$ cat src/sv/asp_pkg.sv
// ----------------------------------------------------------------------------
// asp_pkg: shared types and constants of the status line parser
// Frame kinds, result and control structs, keyword patterns and the
// small character helpers used by the scan.
// ----------------------------------------------------------------------------
package asp_pkg;

    localparam logic [7:0] CHAR_LF    = 8'h0A;
    localparam logic [7:0] CHAR_SPACE = 8'h20;
    localparam logic [7:0] CHAR_TAB   = 8'h09;
    localparam logic [7:0] CHAR_CR    = 8'h0D;
    localparam logic [7:0] CHAR_PLUS  = 8'h2B;
    localparam logic [7:0] CHAR_MINUS = 8'h2D;
    localparam logic [7:0] CHAR_ZERO  = 8'h30;
    localparam logic [7:0] CHAR_NINE  = 8'h39;

    // Keyword patterns, first character in the low byte
    localparam logic [39:0] KW_PONG  = 40'h00_47_4E_4F_50;
    localparam logic [39:0] KW_BUSY  = 40'h00_59_53_55_42;
    localparam logic [39:0] KW_READY = 40'h59_44_41_45_52;
    localparam logic [39:0] KW_OK    = 40'h00_00_00_4B_4F;
    localparam logic [39:0] KW_ERR   = 40'h00_00_52_52_45;
    localparam logic [39:0] KW_ADC   = 40'h00_00_43_44_41;
    localparam logic [39:0] KW_POS   = 40'h00_00_53_4F_50;
    localparam logic [39:0] KW_LIM   = 40'h00_00_4D_49_4C;
    localparam logic [39:0] KW_DBG   = 40'h00_00_47_42_44;

    localparam int          LEAD_CHARS     = 5;
    localparam logic [2:0]  TOKENS_NUMERIC = 3'd5;
    localparam logic [2:0]  TOKEN_CAP      = 3'd6;
    localparam logic [2:0]  LENGTH_CAP     = 3'd7;
    localparam logic [35:0] MAG_LIMIT      = 36'h0_8000_0000;

    typedef enum logic [3:0] {
        KIND_UNKNOWN = 4'd0,
        KIND_OK      = 4'd1,
        KIND_ERROR   = 4'd2,
        KIND_PONG    = 4'd3,
        KIND_BUSY    = 4'd4,
        KIND_READY   = 4'd5,
        KIND_ADC     = 4'd6,
        KIND_POS     = 4'd7,
        KIND_LIM     = 4'd8,
        KIND_DBG     = 4'd9
    } kind_t;

    typedef struct packed {
        kind_t            kind;
        logic [3:0][31:0] value;
    } frame_t;

    typedef struct packed {
        logic       take;
        logic [7:0] ch;
    } scan_in_t;

    function automatic logic is_space(input logic [7:0] c);
        return (c == CHAR_SPACE) || ((c >= CHAR_TAB) && (c <= CHAR_CR));
    endfunction

    // First token starts with the n characters of kw
    function automatic logic has_prefix(
        input logic [39:0] lc,
        input logic [2:0]  tl,
        input logic [39:0] kw,
        input logic [2:0]  n
    );
        logic ok;
        ok = (tl >= n);
        for (int i = 0; i < LEAD_CHARS; i++)
        begin
            if ((3'(i) < n) && (lc[8*i +: 8] != kw[8*i +: 8]))
            begin
                ok = 1'b0;
            end
        end
        return ok;
    endfunction

endpackage

$ cat src/sv/ascii_status_line_parser_unit.sv
// ----------------------------------------------------------------------------
// ascii_status_line_parser_unit: text status line parser
// Input channel line_valid/line_stall/line_byte takes one character per
// transaction. A line feed ends the line and yields one frame on the
// output channel frame_valid/frame_stall with frame_kind and four values;
// every other byte yields nothing.
// Throughput: one byte per cycle while no line feed is held. A byte waits
// in the input register, then the line scan updates its state; a line
// feed loads the frame into the result register, from which the frame
// shows once its line feed has passed the input register.
// While a frame waits under frame_stall, ordinary bytes keep flowing;
// only a following line feed holds in the input register and raises
// line_stall until the waiting frame is taken.
// Reset clears the line state and both valid flags; a line starts empty.
// ----------------------------------------------------------------------------
module ascii_status_line_parser_unit (
    input  logic               clk,
    input  logic               rst_n,
    input  logic               line_valid,
    output logic               line_stall,
    input  logic [7:0]         line_byte,
    output logic               frame_valid,
    input  logic               frame_stall,
    output logic [3:0]         frame_kind,
    output logic signed [31:0] value_first,
    output logic signed [31:0] value_second,
    output logic signed [31:0] value_third,
    output logic signed [31:0] value_fourth
);

    logic              in_full;
    logic [7:0]        in_data;
    logic              take;
    logic              emit;
    asp_pkg::scan_in_t scan_in;
    asp_pkg::frame_t   frame;
    asp_pkg::frame_t   frame_q;

    asp_in_reg u_in_reg (
        .clk        (clk),
        .rst_n      (rst_n),
        .line_valid (line_valid),
        .line_byte  (line_byte),
        .line_stall (line_stall),
        .take       (take),
        .full       (in_full),
        .data       (in_data)
    );

    // Hold a line feed while the result register cannot take its frame
    assign take = in_full && ((in_data != asp_pkg::CHAR_LF) || !frame_valid || !frame_stall);
    assign emit = take && (in_data == asp_pkg::CHAR_LF);

    assign scan_in.take = take;
    assign scan_in.ch   = in_data;

    asp_line_scan u_line_scan (
        .clk     (clk),
        .rst_n   (rst_n),
        .scan_in (scan_in),
        .frame   (frame)
    );

    asp_out_reg u_out_reg (
        .clk         (clk),
        .rst_n       (rst_n),
        .load        (emit),
        .d           (frame),
        .frame_stall (frame_stall),
        .valid       (frame_valid),
        .q           (frame_q)
    );

    assign frame_kind   = frame_q.kind;
    assign value_first  = frame_q.value[0];
    assign value_second = frame_q.value[1];
    assign value_third  = frame_q.value[2];
    assign value_fourth = frame_q.value[3];

endmodule

$ cat src/sv/asp_in_reg.sv
// ----------------------------------------------------------------------------
// asp_in_reg: input register of the status line parser
// Holds one accepted byte until the line scan takes it.
// ----------------------------------------------------------------------------
module asp_in_reg (
    input  logic       clk,
    input  logic       rst_n,
    input  logic       line_valid,
    input  logic [7:0] line_byte,
    output logic       line_stall,
    input  logic       take,
    output logic       full,
    output logic [7:0] data
);

    logic       full_reg;
    logic       full_next;
    logic [7:0] data_reg;
    logic       load;

    // Stall only while a byte is held and not taken this cycle
    assign line_stall = full_reg && !take;
    assign load       = line_valid && !line_stall;

    always_comb
    begin
        full_next = full_reg;
        if (load)
        begin
            full_next = 1'b1;
        end
        else if (take)
        begin
            full_next = 1'b0;
        end
    end

    always_ff @(posedge clk or negedge rst_n)
    begin
        if (!rst_n)
        begin
            full_reg <= 1'b0;
        end
        else
        begin
            full_reg <= full_next;
        end
    end

    // Capture the payload of each transaction
    always_ff @(posedge clk)
    begin
        if (load)
        begin
            data_reg <= line_byte;
        end
    end

    assign full = full_reg;
    assign data = data_reg;

endmodule

$ cat src/sv/asp_line_scan.sv
// ----------------------------------------------------------------------------
// asp_line_scan: per-line tokenizer and classifier
// Updates the line state for one byte per cycle and forms the frame
// that a line feed completes.
// ----------------------------------------------------------------------------
module asp_line_scan (
    input  logic              clk,
    input  logic              rst_n,
    input  asp_pkg::scan_in_t scan_in,
    output asp_pkg::frame_t   frame
);

    logic [39:0]      lc_reg,      lc_next;
    logic [2:0]       tl_reg,      tl_next;
    logic             started_reg, started_next;
    logic [2:0]       tc_reg,      tc_next;
    logic             inside_reg,  inside_next;
    logic             neg_reg,     neg_next;
    logic             hd_reg,      hd_next;
    logic             de_reg,      de_next;
    logic             ovf_reg,     ovf_next;
    logic [31:0]      mag_reg,     mag_next;
    logic [3:0][31:0] res_reg,     res_next;
    logic             failed_reg,  failed_next;

    logic [7:0]       ch;
    logic             is_lf;
    logic             is_sp;
    logic             first;
    logic [2:0]       tc_new;
    logic             neg_b;
    logic             hd_b;
    logic             de_b;
    logic             ovf_b;
    logic [31:0]      mag_b;
    logic             is_digit;
    logic [35:0]      prod;
    logic [31:0]      tok_val;
    logic             tok_bad;
    logic             fin_slot;
    logic [1:0]       fin_idx;
    logic [3:0][31:0] fin_res;
    logic             fin_failed;
    logic             single;
    asp_pkg::kind_t   kind_pre;
    asp_pkg::kind_t   kind;
    logic             numeric;

    assign ch    = scan_in.ch;
    assign is_lf = (ch == asp_pkg::CHAR_LF);
    assign is_sp = asp_pkg::is_space(ch);

    // Close the current token: store its value or flag the line
    assign tok_val  = neg_reg ? (32'd0 - mag_reg) : mag_reg;
    assign tok_bad  = !hd_reg || ovf_reg || (!neg_reg && mag_reg[31]);
    assign fin_slot = inside_reg && (tc_reg >= 3'd2) && (tc_reg <= asp_pkg::TOKENS_NUMERIC);
    assign fin_idx  = 2'(tc_reg - 3'd2);

    always_comb
    begin
        fin_res    = res_reg;
        fin_failed = failed_reg;
        if (fin_slot)
        begin
            if (tok_bad)
            begin
                fin_failed = 1'b1;
            end
            else
            begin
                fin_res[fin_idx] = tok_val;
            end
        end
    end

    // Token scan fields as seen by a non-space byte
    assign first    = !inside_reg;
    assign tc_new   = !first ? tc_reg :
                      ((tc_reg == asp_pkg::TOKEN_CAP) ? tc_reg : tc_reg + 3'd1);
    assign neg_b    = first ? 1'b0  : neg_reg;
    assign hd_b     = first ? 1'b0  : hd_reg;
    assign de_b     = first ? 1'b0  : de_reg;
    assign ovf_b    = first ? 1'b0  : ovf_reg;
    assign mag_b    = first ? 32'd0 : mag_reg;
    assign is_digit = (ch >= asp_pkg::CHAR_ZERO) && (ch <= asp_pkg::CHAR_NINE);
    assign prod     = ({4'd0, mag_b} << 3) + ({4'd0, mag_b} << 1) + {32'd0, ch[3:0]};

    // Advance the line state
    always_comb
    begin
        lc_next      = lc_reg;
        tl_next      = tl_reg;
        started_next = started_reg;
        tc_next      = tc_reg;
        inside_next  = inside_reg;
        neg_next     = neg_reg;
        hd_next      = hd_reg;
        de_next      = de_reg;
        ovf_next     = ovf_reg;
        mag_next     = mag_reg;
        res_next     = res_reg;
        failed_next  = failed_reg;
        if (scan_in.take)
        begin
            if (is_lf)
            begin
                lc_next      = '0;
                tl_next      = '0;
                started_next = 1'b0;
                tc_next      = '0;
                inside_next  = 1'b0;
                neg_next     = 1'b0;
                hd_next      = 1'b0;
                de_next      = 1'b0;
                ovf_next     = 1'b0;
                mag_next     = '0;
                res_next     = '0;
                failed_next  = 1'b0;
            end
            else if (is_sp)
            begin
                if (inside_reg)
                begin
                    inside_next = 1'b0;
                    res_next    = fin_res;
                    failed_next = fin_failed;
                end
            end
            else
            begin
                inside_next  = 1'b1;
                started_next = 1'b1;
                tc_next      = tc_new;
                neg_next     = neg_b;
                hd_next      = hd_b;
                de_next      = de_b;
                ovf_next     = ovf_b;
                mag_next     = mag_b;
                if (tc_new == 3'd1)
                begin
                    for (int i = 0; i < asp_pkg::LEAD_CHARS; i++)
                    begin
                        if (tl_reg == 3'(i))
                        begin
                            lc_next[8*i +: 8] = ch;
                        end
                    end
                    if (tl_reg != asp_pkg::LENGTH_CAP)
                    begin
                        tl_next = tl_reg + 3'd1;
                    end
                end
                else if ((tc_new <= asp_pkg::TOKENS_NUMERIC) && !de_b)
                begin
                    if (is_digit)
                    begin
                        hd_next = 1'b1;
                        if (!ovf_b)
                        begin
                            if (prod > asp_pkg::MAG_LIMIT)
                            begin
                                ovf_next = 1'b1;
                            end
                            else
                            begin
                                mag_next = prod[31:0];
                            end
                        end
                    end
                    else if (first && ((ch == asp_pkg::CHAR_PLUS) ||
                                       (ch == asp_pkg::CHAR_MINUS)))
                    begin
                        neg_next = (ch == asp_pkg::CHAR_MINUS);
                    end
                    else
                    begin
                        de_next = 1'b1;
                    end
                end
            end
        end
    end

    always_ff @(posedge clk or negedge rst_n)
    begin
        if (!rst_n)
        begin
            lc_reg      <= '0;
            tl_reg      <= '0;
            started_reg <= 1'b0;
            tc_reg      <= '0;
            inside_reg  <= 1'b0;
            neg_reg     <= 1'b0;
            hd_reg      <= 1'b0;
            de_reg      <= 1'b0;
            ovf_reg     <= 1'b0;
            mag_reg     <= '0;
            res_reg     <= '0;
            failed_reg  <= 1'b0;
        end
        else
        begin
            lc_reg      <= lc_next;
            tl_reg      <= tl_next;
            started_reg <= started_next;
            tc_reg      <= tc_next;
            inside_reg  <= inside_next;
            neg_reg     <= neg_next;
            hd_reg      <= hd_next;
            de_reg      <= de_next;
            ovf_reg     <= ovf_next;
            mag_reg     <= mag_next;
            res_reg     <= res_next;
            failed_reg  <= failed_next;
        end
    end

    // Classify the line as it stands at the line feed
    assign single = (tc_reg == 3'd1);

    always_comb
    begin
        if (!started_reg)
            kind_pre = asp_pkg::KIND_UNKNOWN;
        else if (single && (tl_reg == 3'd4) &&
                 asp_pkg::has_prefix(lc_reg, tl_reg, asp_pkg::KW_PONG, 3'd4))
            kind_pre = asp_pkg::KIND_PONG;
        else if (single && (tl_reg == 3'd4) &&
                 asp_pkg::has_prefix(lc_reg, tl_reg, asp_pkg::KW_BUSY, 3'd4))
            kind_pre = asp_pkg::KIND_BUSY;
        else if (single && (tl_reg == 3'd5) &&
                 asp_pkg::has_prefix(lc_reg, tl_reg, asp_pkg::KW_READY, 3'd5))
            kind_pre = asp_pkg::KIND_READY;
        else if (asp_pkg::has_prefix(lc_reg, tl_reg, asp_pkg::KW_OK, 3'd2))
            kind_pre = asp_pkg::KIND_OK;
        else if (asp_pkg::has_prefix(lc_reg, tl_reg, asp_pkg::KW_ERR, 3'd3))
            kind_pre = asp_pkg::KIND_ERROR;
        else if (asp_pkg::has_prefix(lc_reg, tl_reg, asp_pkg::KW_ADC, 3'd3))
            kind_pre = asp_pkg::KIND_ADC;
        else if (asp_pkg::has_prefix(lc_reg, tl_reg, asp_pkg::KW_POS, 3'd3))
            kind_pre = asp_pkg::KIND_POS;
        else if (asp_pkg::has_prefix(lc_reg, tl_reg, asp_pkg::KW_LIM, 3'd3))
            kind_pre = asp_pkg::KIND_LIM;
        else if (asp_pkg::has_prefix(lc_reg, tl_reg, asp_pkg::KW_DBG, 3'd3))
            kind_pre = asp_pkg::KIND_DBG;
        else
            kind_pre = asp_pkg::KIND_UNKNOWN;
    end

    // Numeric frames need exactly five tokens, a bare keyword and valid numbers
    always_comb
    begin
        kind    = kind_pre;
        numeric = 1'b0;
        if ((kind_pre == asp_pkg::KIND_ADC) || (kind_pre == asp_pkg::KIND_POS) ||
            (kind_pre == asp_pkg::KIND_LIM))
        begin
            if ((tc_reg != asp_pkg::TOKENS_NUMERIC) || (tl_reg != 3'd3) || fin_failed)
            begin
                kind = asp_pkg::KIND_UNKNOWN;
            end
            else
            begin
                numeric = 1'b1;
            end
        end
    end

    assign frame.kind  = kind;
    assign frame.value = numeric ? fin_res : '0;

endmodule

$ cat src/sv/asp_out_reg.sv
// ----------------------------------------------------------------------------
// asp_out_reg: result register of the status line parser
// Holds one frame until the receiver takes the transaction.
// ----------------------------------------------------------------------------
module asp_out_reg (
    input  logic            clk,
    input  logic            rst_n,
    input  logic            load,
    input  asp_pkg::frame_t d,
    input  logic            frame_stall,
    output logic            valid,
    output asp_pkg::frame_t q
);

    logic            valid_reg;
    logic            valid_next;
    asp_pkg::frame_t q_reg;

    // Set on a new frame, drop once the transaction completes
    always_comb
    begin
        valid_next = valid_reg;
        if (load)
        begin
            valid_next = 1'b1;
        end
        else if (valid_reg && !frame_stall)
        begin
            valid_next = 1'b0;
        end
    end

    always_ff @(posedge clk or negedge rst_n)
    begin
        if (!rst_n)
        begin
            valid_reg <= 1'b0;
        end
        else
        begin
            valid_reg <= valid_next;
        end
    end

    always_ff @(posedge clk)
    begin
        if (load)
        begin
            q_reg <= d;
        end
    end

    assign valid = valid_reg;
    assign q     = q_reg;

endmodule

$ cat config.mk
export PLATFORM = sky130hd
export DESIGN_NAME = ascii_status_line_parser_unit
export DESIGN_NICKNAME = d
export VERILOG_FILES = /design/src/sv/asp_pkg.sv /design/src/sv/ascii_status_line_parser_unit.sv /design/src/sv/asp_in_reg.sv /design/src/sv/asp_line_scan.sv /design/src/sv/asp_out_reg.sv
export SDC_FILE = /design/constraint.sdc
export NUM_CORES = 1
export LEC_CHECK = 0
export ABC_CLOCK_PERIOD_IN_PS = 7200
export BUFFER_PORTS_ARGS = -buffer_cell sky130_fd_sc_hd__buf_2
export CORE_ASPECT_RATIO = 0.5
export CORE_MARGIN = 2
export CORE_UTILIZATION = 35
export DETAILED_ROUTE_END_ITERATION = 6
export PLACE_DENSITY = 0.51
export REMOVE_ABC_BUFFERS = 1
export SLEW_MARGIN = 25
export SYNTH_ARGS = -nofsm -noshare
export SYNTH_HDL_FRONTEND = slang
export SYNTH_HIERARCHICAL = 1
export SYNTH_SLANG_ARGS = --single-unit
$ cat constraint.sdc
create_clock -name clk -period 7.2 [get_ports clk]
set_input_delay 2.16 -clock clk [delete_from_list [all_inputs] [get_ports clk]]
set_output_delay 2.16 -clock clk [all_outputs]
set_load 0.02 [all_outputs]
==> impl_results.md <==
- Status: complete, no violations
- Core area: 0.0507 mm²
- Worst VDD drop: 0.173 mV
- Post_cts resized: 0
- Max Clk Rate: 0.179 GHz
- Chip Width: 326 µm
- Distinct cells, synth: 85
- Vias in the first global route: 13.7k
- Layout Skew: 0.0161 ns
- Number of synthesized flops with an enable pin: 140
- # fillers: 5016
- Slew of the pin with the lowest slew margin: 0.986 ns
- CP Launch Type: register
- Layout cell share with drive strength beyond 1: 0.157
- P per Cell Area: 226 mW/mm²
- Slew HR: 0.342
- DR iter-0 viols: 1104
- Drt first pass iters: 7
- Die area: 0.0538 mm²
- Hold WC Path Type: register to register
- Routed vias: 13.9k
- Vias per cell: 5.41
- Nets: 1942
- Setup Slack @ Placement: 1.70 ns
- Initial antenna violation count: 0
- H-tree levels: 2
- Global route overflow: 0
- Pin count of the biggest net entering global routing: 129
- Clk sinks: 355
- Register bit count reported by yosys: 355
- Util after Layout: 0.408
- Top Ports: 146
- First-pass GRT wire length: 80300 µm
- Fin. max-slew vios: 0
- Drt wl/cell: 20.1 µm
- CTS tree: built
- Sequential area share after synthesis: 0.528
- Final worst slack: 1.61 ns
- Syn Inst Count: 1757
- P_leak: 0.00798 µW
- Max clock buf depth: 3
- Clock transition at path regs: 0.07 ns
- Critical path class: register to register
- Max reg flops: 132
- Synth top area cells: dfrtp_1 (30%), edfxtp_1 (23%), a211oi_1 (5.5%)
- IO buf count: 145
- Commonest non-fill, non-tap cell in the layout: nand2_1
- Number of routed nets with antenna violations: 0
- Final min period: 5.59 ns
- Total Wirelength: 51600 µm
- Gpl congestion: 0.896
- Syn Area/Cell: 10.3 µm²
- Crit-path cells: buf_4 -> and2_1 -> ha_1 -> ha_1 -> a21o_1 -> a311oi_1 -> o31ai_1 -> or4_1 -> a21oi_1 -> a21oi_1 -> xnor2_1 -> nor4b_1 -> a31oi_4 -> a2bb2o_1
- Ys flop type: dfrtp_1
- Post-Route Setup TNS: 0 ns
- Worst Path Buf+Inv: 1
- Die height: 165 µm
- Cts hold-fix bufs: 0
- # Max-Cap Violations: 0
- Post-synthesis cell area: 0.0182 mm²
- Worst-path maximum fanout: 29
- Total CTS buffers: 36
- Yosys Warn Count: 6
- CP Data Required Time: 7.62 ns
- Commonest cells after routing, fill and taps aside: nand2_1 (220), dfrtp_1 (215), nor2_1 (185)
- Clock root cell: clkbuf_16
- Crit-path max cell delay: 0.81 ns
- Fin. Hold Viols: 0
- Top delay family on crit path: compound AO/OA/AOI/OAI gates
- Tot Pwr: 4680 µW
- Clock latency on the worst-skew pair: 0.54 ns
- Area Growth Syn to Fin: 14.1%
- CP arrival: 6.01 ns
- Post-synth top area share: 0.296
- # setup viols final: 0
- CP max stage cell: dfrtp_1
- Ys async rst share: 0.606
- Total setup buffers inserted after CTS: 0
- Setup crit end kind: register
- Initial core utilization: 0.358
- HPWL Detailed: 33900 µm
- Final worst-path cycle share: 0.776
- RSZ-0062 raised after global routing: false
- Drt drc: 0
- # diodes: 0
- Total Routing Usage GR: 0.190
- Row count: 58
- Cell taking the most area after synthesis: dfrtp_1
==> worst register-to-register path, stage by stage (launching register included) <==
cell,delay [ns]
dfrtp_1,0.81
buf_4,0.40
and2_1,0.30
ha_1,0.18
ha_1,0.29
a21o_1,0.23
a311oi_1,0.27
o31ai_1,0.14
or4_1,0.68
a21oi_1,0.19
a21oi_1,0.07
xnor2_1,0.17
nor4b_1,0.80
a31oi_4,0.52
a2bb2o_1,0.42
==> area by class of cell <==
type	instances	area, µm²	area share
Clock buffer	55	1040	0.0503
Clock inverter	10	87.6	0.00423
Inverter	21	78.8	0.00381
Multi-Input combinational cell	1275	8140	0.393
Sequential cell	355	9580	0.463
Tap cell	690	863	0.0417
Timing Repair Buffer	167	913	0.0441
==> metal layers <==
| metal | share of wire | GRT usage | vias up |
|---|---|---|---|
| li1 | - | - | 6649 |
| met1 | 0.49 | 0.273 | 6947 |
| met2 | 0.46 | 0.307 | 266 |
| met3 | 0.043 | 0.0291 | 58 |
| met4 | 0.014 | 0.0369 | 0 |
| met5 | 0 | 0 | - |
==> Yosys cell counts (all sizes together), types with 4 or more instances <==
cell type  instances
nand3b             5
nor4bb             5
a21oi             43
ha                73
a22o              22
or4               10
a31oi              8
and3              11
nand4              9
or3               13
and2              38
mux2              36
xor2              38
and4              10
o41ai              6
nand3             23
o31ai             13
nor4b              9
o211ai             5
o21ai            194
dfrtp            215
nor3              20
clkbuf            98
nand2b             9
nor2b             11
mux2i             10
o21a               8
nor4               9
a211oi           132
nand2            221
a21o              17
nor3b              5
buf                8
a2111oi            4
xnor2             12
edfxtp           140
inv               21
nor2             185
==> where the power goes <==
part	switching, µW	total [µW]	leakage [µW]	internal [µW]
Combinational	254	469	0.00347	215
Sequential	138	2360	0.00395	2230
Clock	805	1840	0.000556	1040
==> path summary, 6_finish.rpt <==
| path | startpoint | endpoint | slack (ns) | cells after the start |
|---|---|---|---|---|
| max | u_line_scan/inside_reg | u_line_scan/mag_reg[11] | 1.61 | 14 |
| min | u_line_scan/res_reg[127] | u_line_scan/res_reg[127] | 0.48 | 2 |
| max reg2reg | u_line_scan/inside_reg | u_line_scan/mag_reg[11] | 1.61 | 14 |
| min reg2reg | u_line_scan/res_reg[127] | u_line_scan/res_reg[127] | 0.48 | 2 |
| max in group asynchronous | rst_n | u_line_scan/res_reg[12] | 4.39 | 2 |
| min in group asynchronous | rst_n | u_line_scan/lc_reg[8] | 1.60 | 1 |
==> through the flow <==
step / area (µm²) / hold WS [ns] / instances
2_1_floorplan: 17700 / 0.446 / 1651
3_3_place_gp: 19600 / 0.461 / 2508
3_5_place_dp: 19600 / 0.470 / 2508
4_1_cts: 20700 / 0.484 / 2573
5_1_grt: 20700 / 0.502 / 2573
6_report: 20700 / 0.480 / 2573
==> cells by family after synthesis <==
kind of cell               after synthesis  share of synthesized area
DFF                                    355                      0.528
buffers and inverters                  127                     0.0273
muxes                                   46                     0.0278
xor gates and xnor gates                50                     0.0254
adders and majority gates               74                     0.0514
AOI/OAI and AO/OA                      497                      0.180
and+or+nand+nor                        608                      0.160
(Power assumes the default switching activity.)
